`config.mk`:
```
export PLATFORM = sky130hd
export DESIGN_NAME = vadpcm_lane
export DESIGN_NICKNAME = d
export VERILOG_FILES = /design/src/rtl/vadpcm_pkg.sv /design/src/rtl/vadpcm_lane.sv
export SDC_FILE = /design/constraint.sdc
export NUM_CORES = 1
export LEC_CHECK = 0
export BUFFER_PORTS_ARGS = -buffer_cell sky130_fd_sc_hd__buf_2
export CAP_MARGIN = 10
export CORE_ASPECT_RATIO = 0.8
export CORE_MARGIN = 2
export CORE_UTILIZATION = 53
export CTS_BUF_LIST = sky130_fd_sc_hd__clkbuf_2 sky130_fd_sc_hd__clkbuf_4 sky130_fd_sc_hd__clkbuf_8
export DETAILED_ROUTE_END_ITERATION = 8
export HOLD_SLACK_MARGIN = 0.06
export PLACE_DENSITY_LB_ADDON = 0.05
export SYNTH_ARGS = -nofsm -noshare
export SYNTH_HDL_FRONTEND = slang
export SYNTH_SLANG_ARGS = --single-unit
export TNS_END_PERCENT = 50
```
`constraint.sdc`:
```
create_clock -name clock -period 15.98 [get_ports clock]
set_clock_uncertainty 0.2 [all_clocks]
set_input_delay 3.196 -clock clock [delete_from_list [all_inputs] [get_ports clock]]
set_output_delay 3.196 -clock clock [all_outputs]
set_load 0.03 [all_outputs]
```
`src/rtl/vadpcm_pkg.sv`:
```
package vadpcm_pkg;

   localparam int NUM_BOOKS = 16;
   localparam int BOOK_W = (NUM_BOOKS > 1) ? $clog2(NUM_BOOKS) : 1;
   localparam int LANES = 8;
   localparam int SHIFT_FRAC = 11;

   typedef enum logic [1:0] {
      REQ_LOAD    = 2'd0,
      REQ_DECODE  = 2'd1,
      REQ_HISTORY = 2'd2,
      REQ_UNUSED  = 2'd3
   } req_code_type;

   typedef enum logic [2:0] {
      ST_IDLE,
      ST_FETCH,
      ST_LANE,
      ST_MERGE,
      ST_EMIT
   } state_type;

   // control from sequencer to lanes
   typedef struct packed {
      logic       mul_en;
      logic       sum_en;
   } lane_ctrl_type;

   function automatic logic signed [31:0] residual_of(input logic [3:0] nib,
                                                      input logic [3:0] scale);
      logic signed [31:0] s4;
      begin
         s4 = 32'(signed'(nib));
         if (scale >= 4'd12) begin
            residual_of = s4 <<< 12;
         end else begin
            residual_of = s4 <<< scale;
         end
      end
   endfunction

   function automatic logic signed [15:0] shift_sat(input logic [31:0] sum);
      logic signed [20:0] s;
      begin
         s = 21'(signed'(sum) >>> SHIFT_FRAC);
         if (s > 21'sd32767) begin
            shift_sat = 16'sh7fff;
         end else if (s < -21'sd32768) begin
            shift_sat = 16'sh8000;
         end else begin
            shift_sat = s[15:0];
         end
      end
   endfunction

endpackage

```
`src/rtl/vadpcm_lane.sv`:
```
module vadpcm_lane
   import vadpcm_pkg::*;
(
   input  logic                clock,
   input  lane_ctrl_type       ctrl,
   input  logic                clear,
   input  logic signed [15:0]  coef,
   input  logic signed [31:0]  operand,
   output logic [31:0]         acc
);

   logic signed [31:0] prod_ff, prod_in;
   logic [31:0]        acc_ff, acc_in;

   assign prod_in = 32'(coef * operand);

   always_comb begin
      acc_in = acc_ff;
      if (clear) begin
         acc_in = '0;
      end else if (ctrl.sum_en) begin
         acc_in = acc_ff + 32'(prod_ff);
      end
   end

   always_ff @(posedge clock) begin
      if (ctrl.mul_en) begin
         prod_ff <= prod_in;
      end
      acc_ff <= acc_in;
   end

   assign acc = acc_ff;

endmodule

```
==> metrics, run 1 <==
First-pass DRT Iterations 5; htree depth 3; Area contributors post-synth fa_1 38%, inv_1 9.6%, ha_1 9.6%, and2_1 6.7%, edfxtp_1 6.0%; R2R cell count 9; Die Span Y around 160 µm; worst path required time 15.85 ns; Setup CP Type input port to register; first-pass GRT wire length roughly 67 mm; status finished, final reports clean; CTS Buf Count 9; total die area roughly 32000 µm²; n_diodes 0; Total Neg Setup Slack 0 ns; fraction of registers with async set or reset after synthesis 0; reg2reg end acc[31]; Yosys Warn Count 0; CP max-delay cell fa_1; Yosys top cell area share 0.382; critical path data arrival time 9.18 ns; max frequency 0.107 GHz; Worst Setup Start Kind input port; count leader, synth inv_1; clk buf depth 2; Post-CTS Hold Buffers 0; FF+latch count, synth 64; CP max FO 31; initial DRC count just over 800; pre-CTS worst setup slack 6.37 ns; port bufs 83; floorplan row count 56; Mapped Nets about 2300; Slew @ Worst Pin 0.990 ns; # setup viols final 0; Post-CTS Setup Bufs 0; DR WL/cell 18.5 µm; Slew headroom 0.340; area of the mapped netlist 16000 µm²; antenna violations before repair 0; layout cells sized above 1 0.0623; Yosys top cell by area fa_1; Primary FF master, synth edfxtp_1; Mapped Cells approximately 1800; Fin. Hold Viols 0; CTS tree built; post-detailed-route count of antenna-violating nets 0; Die Width 198 µm; RSZ-0062 raised after global routing no; hold_ws 0.285 ns; Worst path most repeated cell fa_1; # fillers 2724; vias in the first global route 12439; max cap viols 0; final max-slew violation count 0; Post-synth EDFFs 32; Worst Hold Class register to register; Synth cell types 68; routed wire length between 40 and 50 mm; Clock Latency Late Sink 0.34 ns; clk root buf clkbuf_8; number of nets in the layout 2337; Core ar. 29500 µm²; post_cts resized 0; max incr delay on CP 0.54 ns; starting density of the core 0.542; Hold Crit Start acc[8]; post-synthesis sequential area ratio 0.100; worst flop-to-flop path startpoint prod_ff[8]; hold depth 2; GRT Resource Usage Total 0.274; most frequent cells after synthesis 411 x inv_1, 305 x fa_1, 250 x nand2_1; crit-path cells buf_2 > nand2_1 > fa_1 > fa_1 > fa_1 > inv_1 > fa_1 > fa_1 > inv_1 > fa_1 > inv_1 > ha_1 > a21oi_1 > o21ai_0 > a31oi_1 > a31oi_1 > a21oi_1 > a21boi_0 > a21oi_1 > xnor2_1; Setup WS post-layout between 6 and 7 ns; Ports between 80 and 90; syn avg cell area slightly below 9 µm²; Congestion Overflow GR 0; dpl hpwl between 30 and 40 mm; r2r setup slk 12.58 ns; CP Capture Type register; Reg clk slew, reported paths 0.07 ns; DRC 0; Avg Vias per Cell 5.46; Synth-to-Final Area Change 5.32%; gpl congestion 0.935; Worst Hold End acc[8]; largest net degree at the start of global routing 40; clock sink count 64; CP delay by family, top adder cells; Tmin final about 9.3 ns; crit path buf inv count 4; Final period util 0.583; via count 12378
## flip-flops by register name, indices dropped and copies added, names as in the netlist
signal   flops
acc         32
prod_ff     32
## cell type report
class | instances | area, µm² | share of cell area
sequential | 64 | 1600 | 0.0951
timing repair buffer | 83 | 415 | 0.0247
multi-input combinational | 1287 | 12600 | 0.745
clock buffer | 12 | 146 | 0.00869
clock inverter | 4 | 68.8 | 0.00409
inverter | 412 | 1550 | 0.0918
tap | 406 | 508 | 0.0302
## layer usage
layer  wire [µm]  GRT usage  up-vias
met5           0          0        -
met4         393     0.0342        0
met3        3860     0.0659       30
met2       18300      0.404      457
met1       19400      0.420     6232
li1            -          -     5659
## logic make-up after synthesis
kind of cell,synth area share
compound gates,0.0894
simple gates,0.174
buf+inv,0.115
mux,0.00696
fa+ha+maj,0.478
xor+xnor,0.0367
flops,0.100
## layout by cell type, fill, tap and decap left out, drive strengths merged, types with 7 or more instances in the layout
cell type,count
a211oi,7
a21o,30
a21oi,47
a31oi,9
and2,172
buf,83
clkbuf,12
dfxtp,32
edfxtp,32
fa,305
ha,123
inv,412
mux2i,10
nand2,250
nand2b,7
nand3,24
nor2,71
nor2b,8
nor3,22
o211ai,8
o21a,14
o21ai,27
o21bai,10
o311ai,9
xnor2,50
xor2,17
## worst max-delay path by stage
| stage | from | end | slack (ns) | depth (start not counted) |
|---|---|---|---|---|
| finish | coef[1] | prod_ff[31] | 6.66 | 20 |
| global route | coef[1] | prod_ff[31] | 6.29 | 20 |
| CTS | coef[1] | prod_ff[31] | 6.73 | 20 |
| detailed placement | coef[1] | prod_ff[31] | 6.37 | 20 |
| global placement | coef[1] | prod_ff[28] | 6.46 | 21 |
| floorplan | coef[2] | prod_ff[28] | 6.96 | 22 |
## worst register-to-register path, stage by stage (launching register included)
cell	delay, ns
edfxtp_1	0.39
ha_1	0.35
a21o_1	0.25
a2111oi_2	0.39
o31ai_1	0.18
a221oi_2	0.40
a21oi_2	0.20
o21ai_1	0.21
mux2i_1	0.37
mux2_2	0.38
## through the flow
stage | std cells | instance area, µm² | util
after global routing | 2268 | 16800 | 0.571
final | 2268 | 16800 | 0.571
after floorplan | 1838 | 16000 | -
after global placement | 2252 | 16600 | 0.564
after detailed placement | 2252 | 16600 | 0.564
after CTS | 2268 | 16800 | 0.571
Power of run 1 is not shown: default switching activity piles up to over one toggle a cycle in this logic, so the estimate is an artifact.
==> inputs of run 2 (changes only) <==
Settings changed: ABC_AREA set to 1.
Clock period 15.98 ns to 9 ns, I/O delays scaled along.
==> run 2 against run 1 <==
Synthesized cell count increased by 31%. Sequential share of layout area is 0.65 points lower. Via count increased by 19%. Flip-flop and latch count unchanged. Synthesized area rose by 7.4%. Largest cell class unchanged. Die area rose by 7.2%. Global-route usage grew 3.3 points. Routed wire length is 18% higher. Clock-buffer cell count rose by 1. Register-to-register slack lost 6.4 ns. Critical endpoint unchanged. Cell count up 26%. Cell area is 7.3% higher.
==> metrics, run 2 <==
Slew @ Worst Pin 0.729 ns (-0.260 ns); Final period util 0.863; total die area 33900 µm² (+7.2%); via count 14719 (+19%); Total Neg Setup Slack 0 ns (unchanged); layout cells sized above 1 0.0556 (-0.00674); RSZ-0062 raised after global routing no; gpl congestion 0.967 (+3.4%); DRC 0 (unchanged); floorplan row count 58 (+3.6%); port bufs 83 (unchanged); final max-slew violation count 0 (unchanged); Mapped Cells 2407 (+31%); count leader, synth inv_1; Yosys Warn Count 0 (unchanged); Ports 84 (unchanged); CTS tree built; Die Width 205 µm (+3.6%); hold depth 2 (unchanged); Tmin final 7.77 ns; n_diodes 0 (unchanged); area of the mapped netlist 17200 µm² (+7.4%); first-pass GRT wire length 78.5 mm (+16%); Worst Setup Start Kind input port; DR WL/cell 17.4 µm (-5.7%); largest net degree at the start of global routing 50 (+25%); post-detailed-route count of antenna-violating nets 0 (unchanged); FF+latch count, synth 64 (unchanged); CP max FO 31 (unchanged); First-pass DRT Iterations 5 (unchanged); Mapped Nets 2887 (+25%); Yosys top cell by area fa_1; Area contributors post-synth fa_1 36%, inv_1 16%, nand2_1 14%, ha_1 9.0%, edfxtp_1 5.6%; Reg clk slew, reported paths 0.07 ns (about the same); CP Capture Type register; clk buf depth 2 (unchanged); Worst Setup EP prod_ff[31]; fraction of registers with async set or reset after synthesis 0 (unchanged); pre-CTS worst setup slack 0.929 ns (-5.44 ns); dpl hpwl 41.6 mm (+27%); number of nets in the layout 2905 (+24%); Setup CP Type input port to register; Synth cell types 44 (-35%); placed instance area 17900 µm² (+7.4%); most frequent cells after synthesis 714 x inv_1, 656 x nand2_1, 305 x fa_1; initial DRC count 1171 (+44%); critical path data arrival time 7.67 ns (-1.51 ns); Fin. Hold Viols 0 (unchanged); Clock Latency Late Sink 0.37 ns (+0.03 ns); Post-CTS Setup Bufs 0 (unchanged); Yosys top cell area share 0.355 (-0.0264); Worst Hold Class register to register; GRT Resource Usage Total 0.307 (+0.0327); Post-Layout Inst Area 18100 µm² (+7.3%); # setup viols final 0 (unchanged); Congestion Overflow GR 0 (unchanged); Setup WS post-layout 1.23 ns (-5.43 ns); worst flop-to-flop path startpoint prod_ff[13]; post_cts resized 0 (unchanged); Synth-to-Final Area Change 5.23% (about the same); clk root buf clkbuf_8; clock sink count 64 (unchanged); Post-synth EDFFs 32 (unchanged); commonest cells after routing, fill and taps aside 714 x inv_1, 656 x nand2_1, 305 x fa_1; Slew headroom 0.514 (+0.174); r2r setup slk 6.20 ns (-6.38 ns); Avg Vias per Cell 5.16 (-5.4%); status finished, final reports clean; Core ar. 31600 µm² (+7.3%); htree depth 3 (unchanged); Post-Route Utilization 0.571 (about the same); worst path required time 8.90 ns (-6.95 ns); Setup crit start coef[1]; syn avg cell area 7.14 µm² (-18%); max frequency 0.129 GHz; antenna violations before repair 1 (+1); max cap viols 0 (unchanged); commonest non-fill, non-tap cell in the layout inv_1; vias in the first global route 14493 (+17%); routed wire length 49.7 mm (+18%); starting density of the core 0.543 (+0.000787); Primary FF master, synth edfxtp_1; CTS Buf Count 9 (unchanged); reg2reg end acc[30]; post-synthesis sequential area ratio 0.0932 (-0.00692); Post-CTS Hold Buffers 0 (unchanged); Die Span Y 165 µm (+3.6%); R2R cell count 11 (+2)
[run 2: cell types whose count changed in the layout (fill, tap and decap cells not counted), moves of 37 or more]
cell,change
xnor2_1,-37
nand2_1,+406
nor2_1,+58
nand3_1,+57
and2_1,-171
inv_1,+303
[run 2: kinds of logic (layout without fill, tap and decap cells)]
group,Yosys count,in the layout,synth area share
AO/OA/AOI/OAI,152,152,0.0496
XOR/XNOR,38,38,0.0194
adder cells (fa/ha/maj),428,428,0.445
buffers and inverters,806,829,0.178
flip-flops,64,64,0.0932
AND/OR/NAND/NOR,919,919,0.215
[run 2: area by class of cell]
cell class                      count  area, µm²
Sequential cell                    64       1600
Fill cell                        3163      13600
Timing Repair Buffer               95        505
Clock buffer                       13        160
Clock inverter                      3       65.1
Inverter                          718       2700
Tap cell                          420        526
Multi-Input combinational cell   1537      12500
[run 2: worst min path at each step]
stage	from	to	slack [ns]
6_report	acc[0]	acc[0]	0.33
5_1_grt	acc[11]	acc[11]	0.36
3_3_place_gp	acc[0]	acc[0]	0.31
3_5_place_dp	acc[0]	acc[0]	0.32
2_1_floorplan	prod_ff[0]	acc[0]	0.36
4_1_cts	acc[0]	acc[0]	0.34
[run 2: critical path: stages]
cell and delay (ns):
buf_2 0.54, nand2_1 0.18, fa_1 0.59, inv_1 0.06, fa_1 0.53, inv_1 0.05
fa_1 0.49, inv_1 0.05, fa_1 0.55, fa_1 0.51, inv_1 0.05, fa_1 0.47
inv_1 0.05, ha_1 0.37, nand2_1 0.11, nor2_1 0.28, a21oi_1 0.20, or2_2 0.30
nand3_1 0.19, inv_1 0.07, nand3_1 0.08, nand2_1 0.10
[run 2: routing by layer]
| layer | vias to the layer above | GRT usage | wire (µm) |
|---|---|---|---|
| met3 | 34 | 0.0904 | 5470 |
| met2 | 561 | 0.441 | 20200 |
| met5 | - | 0 | 0 |
| met4 | 0 | 0.0409 | 384 |
| met1 | 7163 | 0.466 | 23600 |
| li1 | 6961 | - | - |
[run 2: stage by stage]
step / std cells / hold WS (ns)
after global placement: 2834 / 0.307
after CTS: 2850 / 0.340
after floorplan: 2407 / 0.358
after global routing: 2850 / 0.364
after detailed placement: 2834 / 0.320
final: 2850 / 0.333
Power of run 2 is left out for the same reason.
==> inputs of run 3 (changes only) <==
Settings changed: CELL_PAD_IN_SITES_DETAIL_PLACEMENT set to 1, CELL_PAD_IN_SITES_GLOBAL_PLACEMENT set to 1, CORE_UTILIZATION 53 to 48.
==> run 3 against run 2 <==
Routed wire length is 12% higher. Largest cell class unchanged. Critical path depth stayed put. Cell area hardly changed. Register-to-register slack better by 0.09 ns. Die area is 10% higher. Utilization is 5.6 points lower. First-iteration DRC count is 10% lower. Hold slack better by 0.018 ns.
==> metrics, run 3 (synthesis results as in run 2) <==
placed instance area 17900 µm² (+0.11%); DR WL/cell 19.2 µm (+10%); CP max FO 31 (unchanged); Slew headroom 0.435 (-0.0791); Die Width 216 µm (+5.0%); Hold Crit Start acc[11]; floorplan row count 61 (+5.2%); Total Neg Setup Slack 0 ns (unchanged); starting density of the core 0.490 (-0.0526); largest net degree at the start of global routing 50 (unchanged); Post-Layout Inst Area 18100 µm² (about the same); GRT Resource Usage Total 0.308 (+0.000529); post_cts resized 0 (unchanged); clk root buf clkbuf_8; layout cells sized above 1 0.0528 (-0.00275); htree depth 3 (unchanged); first-pass GRT wire length 88.6 mm (+13%); gpl congestion 0.889 (-8.1%); routed wire length 55.7 mm (+12%); final max-slew violation count 0 (unchanged); # setup viols final 0 (unchanged); max cap viols 0 (unchanged); r2r setup slk 6.29 ns (+0.09 ns); initial DRC count 1053 (-10%); number of nets in the layout 2899 (-0.21%); Synth-to-Final Area Change 5.19% (about the same); total die area 37300 µm² (+10%); CTS Buf Count 9 (unchanged); Worst Setup Start Kind input port; Congestion Overflow GR 0 (unchanged); Worst Hold End acc[11]; CTS tree built; # fillers 4555 (+44%); Ports 84 (unchanged); DRC 0 (unchanged); Post-CTS Setup Bufs 0 (unchanged); CP Capture Type register; Clock Latency Late Sink 0.40 ns (+0.03 ns); dpl hpwl 46.3 mm (+11%); reg2reg end acc[30]; R2R cell count 13 (+2); Worst Hold Class register to register; clock sink count 64 (unchanged); Setup CP Type input port to register; Core ar. 35000 µm² (+11%); antenna violations before repair 1 (unchanged); post-detailed-route count of antenna-violating nets 0 (unchanged); max frequency 0.126 GHz (-2.4%); Fin. Hold Viols 0 (unchanged); Final period util 0.884 (+0.0209); Slew @ Worst Pin 0.839 ns (+0.110 ns); Reg clk slew, reported paths 0.09 ns (+0.02 ns); RSZ-0062 raised after global routing no; commonest cells after routing, fill and taps aside 714 x inv_1, 656 x nand2_1, 305 x fa_1; hold depth 2 (unchanged); worst flop-to-flop path startpoint acc[0]; Die Span Y 173 µm (+5.0%); Avg Vias per Cell 5.20 (+0.76%); vias in the first global route 16166 (+12%); critical path data arrival time 7.87 ns (+0.20 ns); port bufs 83 (unchanged); clk buf depth 2 (unchanged); Tmin final 7.96 ns (+0.188 ns); First-pass DRT Iterations 5 (unchanged); status finished, final reports clean; Post-CTS Hold Buffers 0 (unchanged); commonest non-fill, non-tap cell in the layout inv_1; via count 15076 (+2.4%); worst path required time 8.91 ns (about the same)
[run 3: worst max-delay path by stage]
| stage | slack (ns) | startpoint | end | cells past startpoint |
|---|---|---|---|---|
| global route | 0.85 | coef[1] | prod_ff[31] | 22 |
| global placement | 0.80 | coef[1] | prod_ff[31] | 22 |
| CTS | 1.15 | coef[1] | prod_ff[31] | 22 |
| floorplan | 1.78 | coef[2] | prod_ff[31] | 23 |
| finish | 1.04 | coef[1] | prod_ff[31] | 22 |
| detailed placement | 0.72 | coef[1] | prod_ff[31] | 22 |
[run 3: metal layers]
metal | track usage | wire length, µm
met1 | 0.452 | 25800
met2 | 0.459 | 23900
met3 | 0.0783 | 5110
met4 | 0.0621 | 927
met5 | 0 | 0
[run 3: cell type report]
| cell class | count | area (µm²) | area share |
|---|---|---|---|
| sequential | 64 | 1600 | 0.0886 |
| timing repair buffer | 89 | 460 | 0.0255 |
| inverter | 718 | 2700 | 0.149 |
| clock buffer | 9 | 124 | 0.00686 |
| clock inverter | 7 | 71.3 | 0.00395 |
| multi-input combinational | 1537 | 12500 | 0.693 |
| antenna | 1 | 2.50 | 0.000138 |
| tap | 472 | 591 | 0.0327 |
[run 3: stage by stage]
step	worst slack, ns	util	hold WS (ns)	cells
after CTS	1.15	0.516	0.346	2896
after detailed placement	0.721	0.510	0.324	2880
after floorplan	1.78	-	0.358	2407
after global routing	0.853	0.516	0.380	2896
after global placement	0.802	0.510	0.313	2880
final	1.04	0.516	0.352	2897
[run 3: critical path, cell delays in order]
cell,delay [ns]
buf_2,0.59
nand2_1,0.19
fa_1,0.59
inv_1,0.06
fa_1,0.53
inv_1,0.06
fa_1,0.50
inv_1,0.05
fa_1,0.51
fa_1,0.50
inv_1,0.05
fa_1,0.55
inv_1,0.07
ha_1,0.39
nand2_1,0.13
nor2_1,0.27
nand2_1,0.20
or2_2,0.33
nand3_1,0.18
inv_1,0.07
nand3_1,0.08
nand2_1,0.15
Power of run 3 is left out for the same reason.
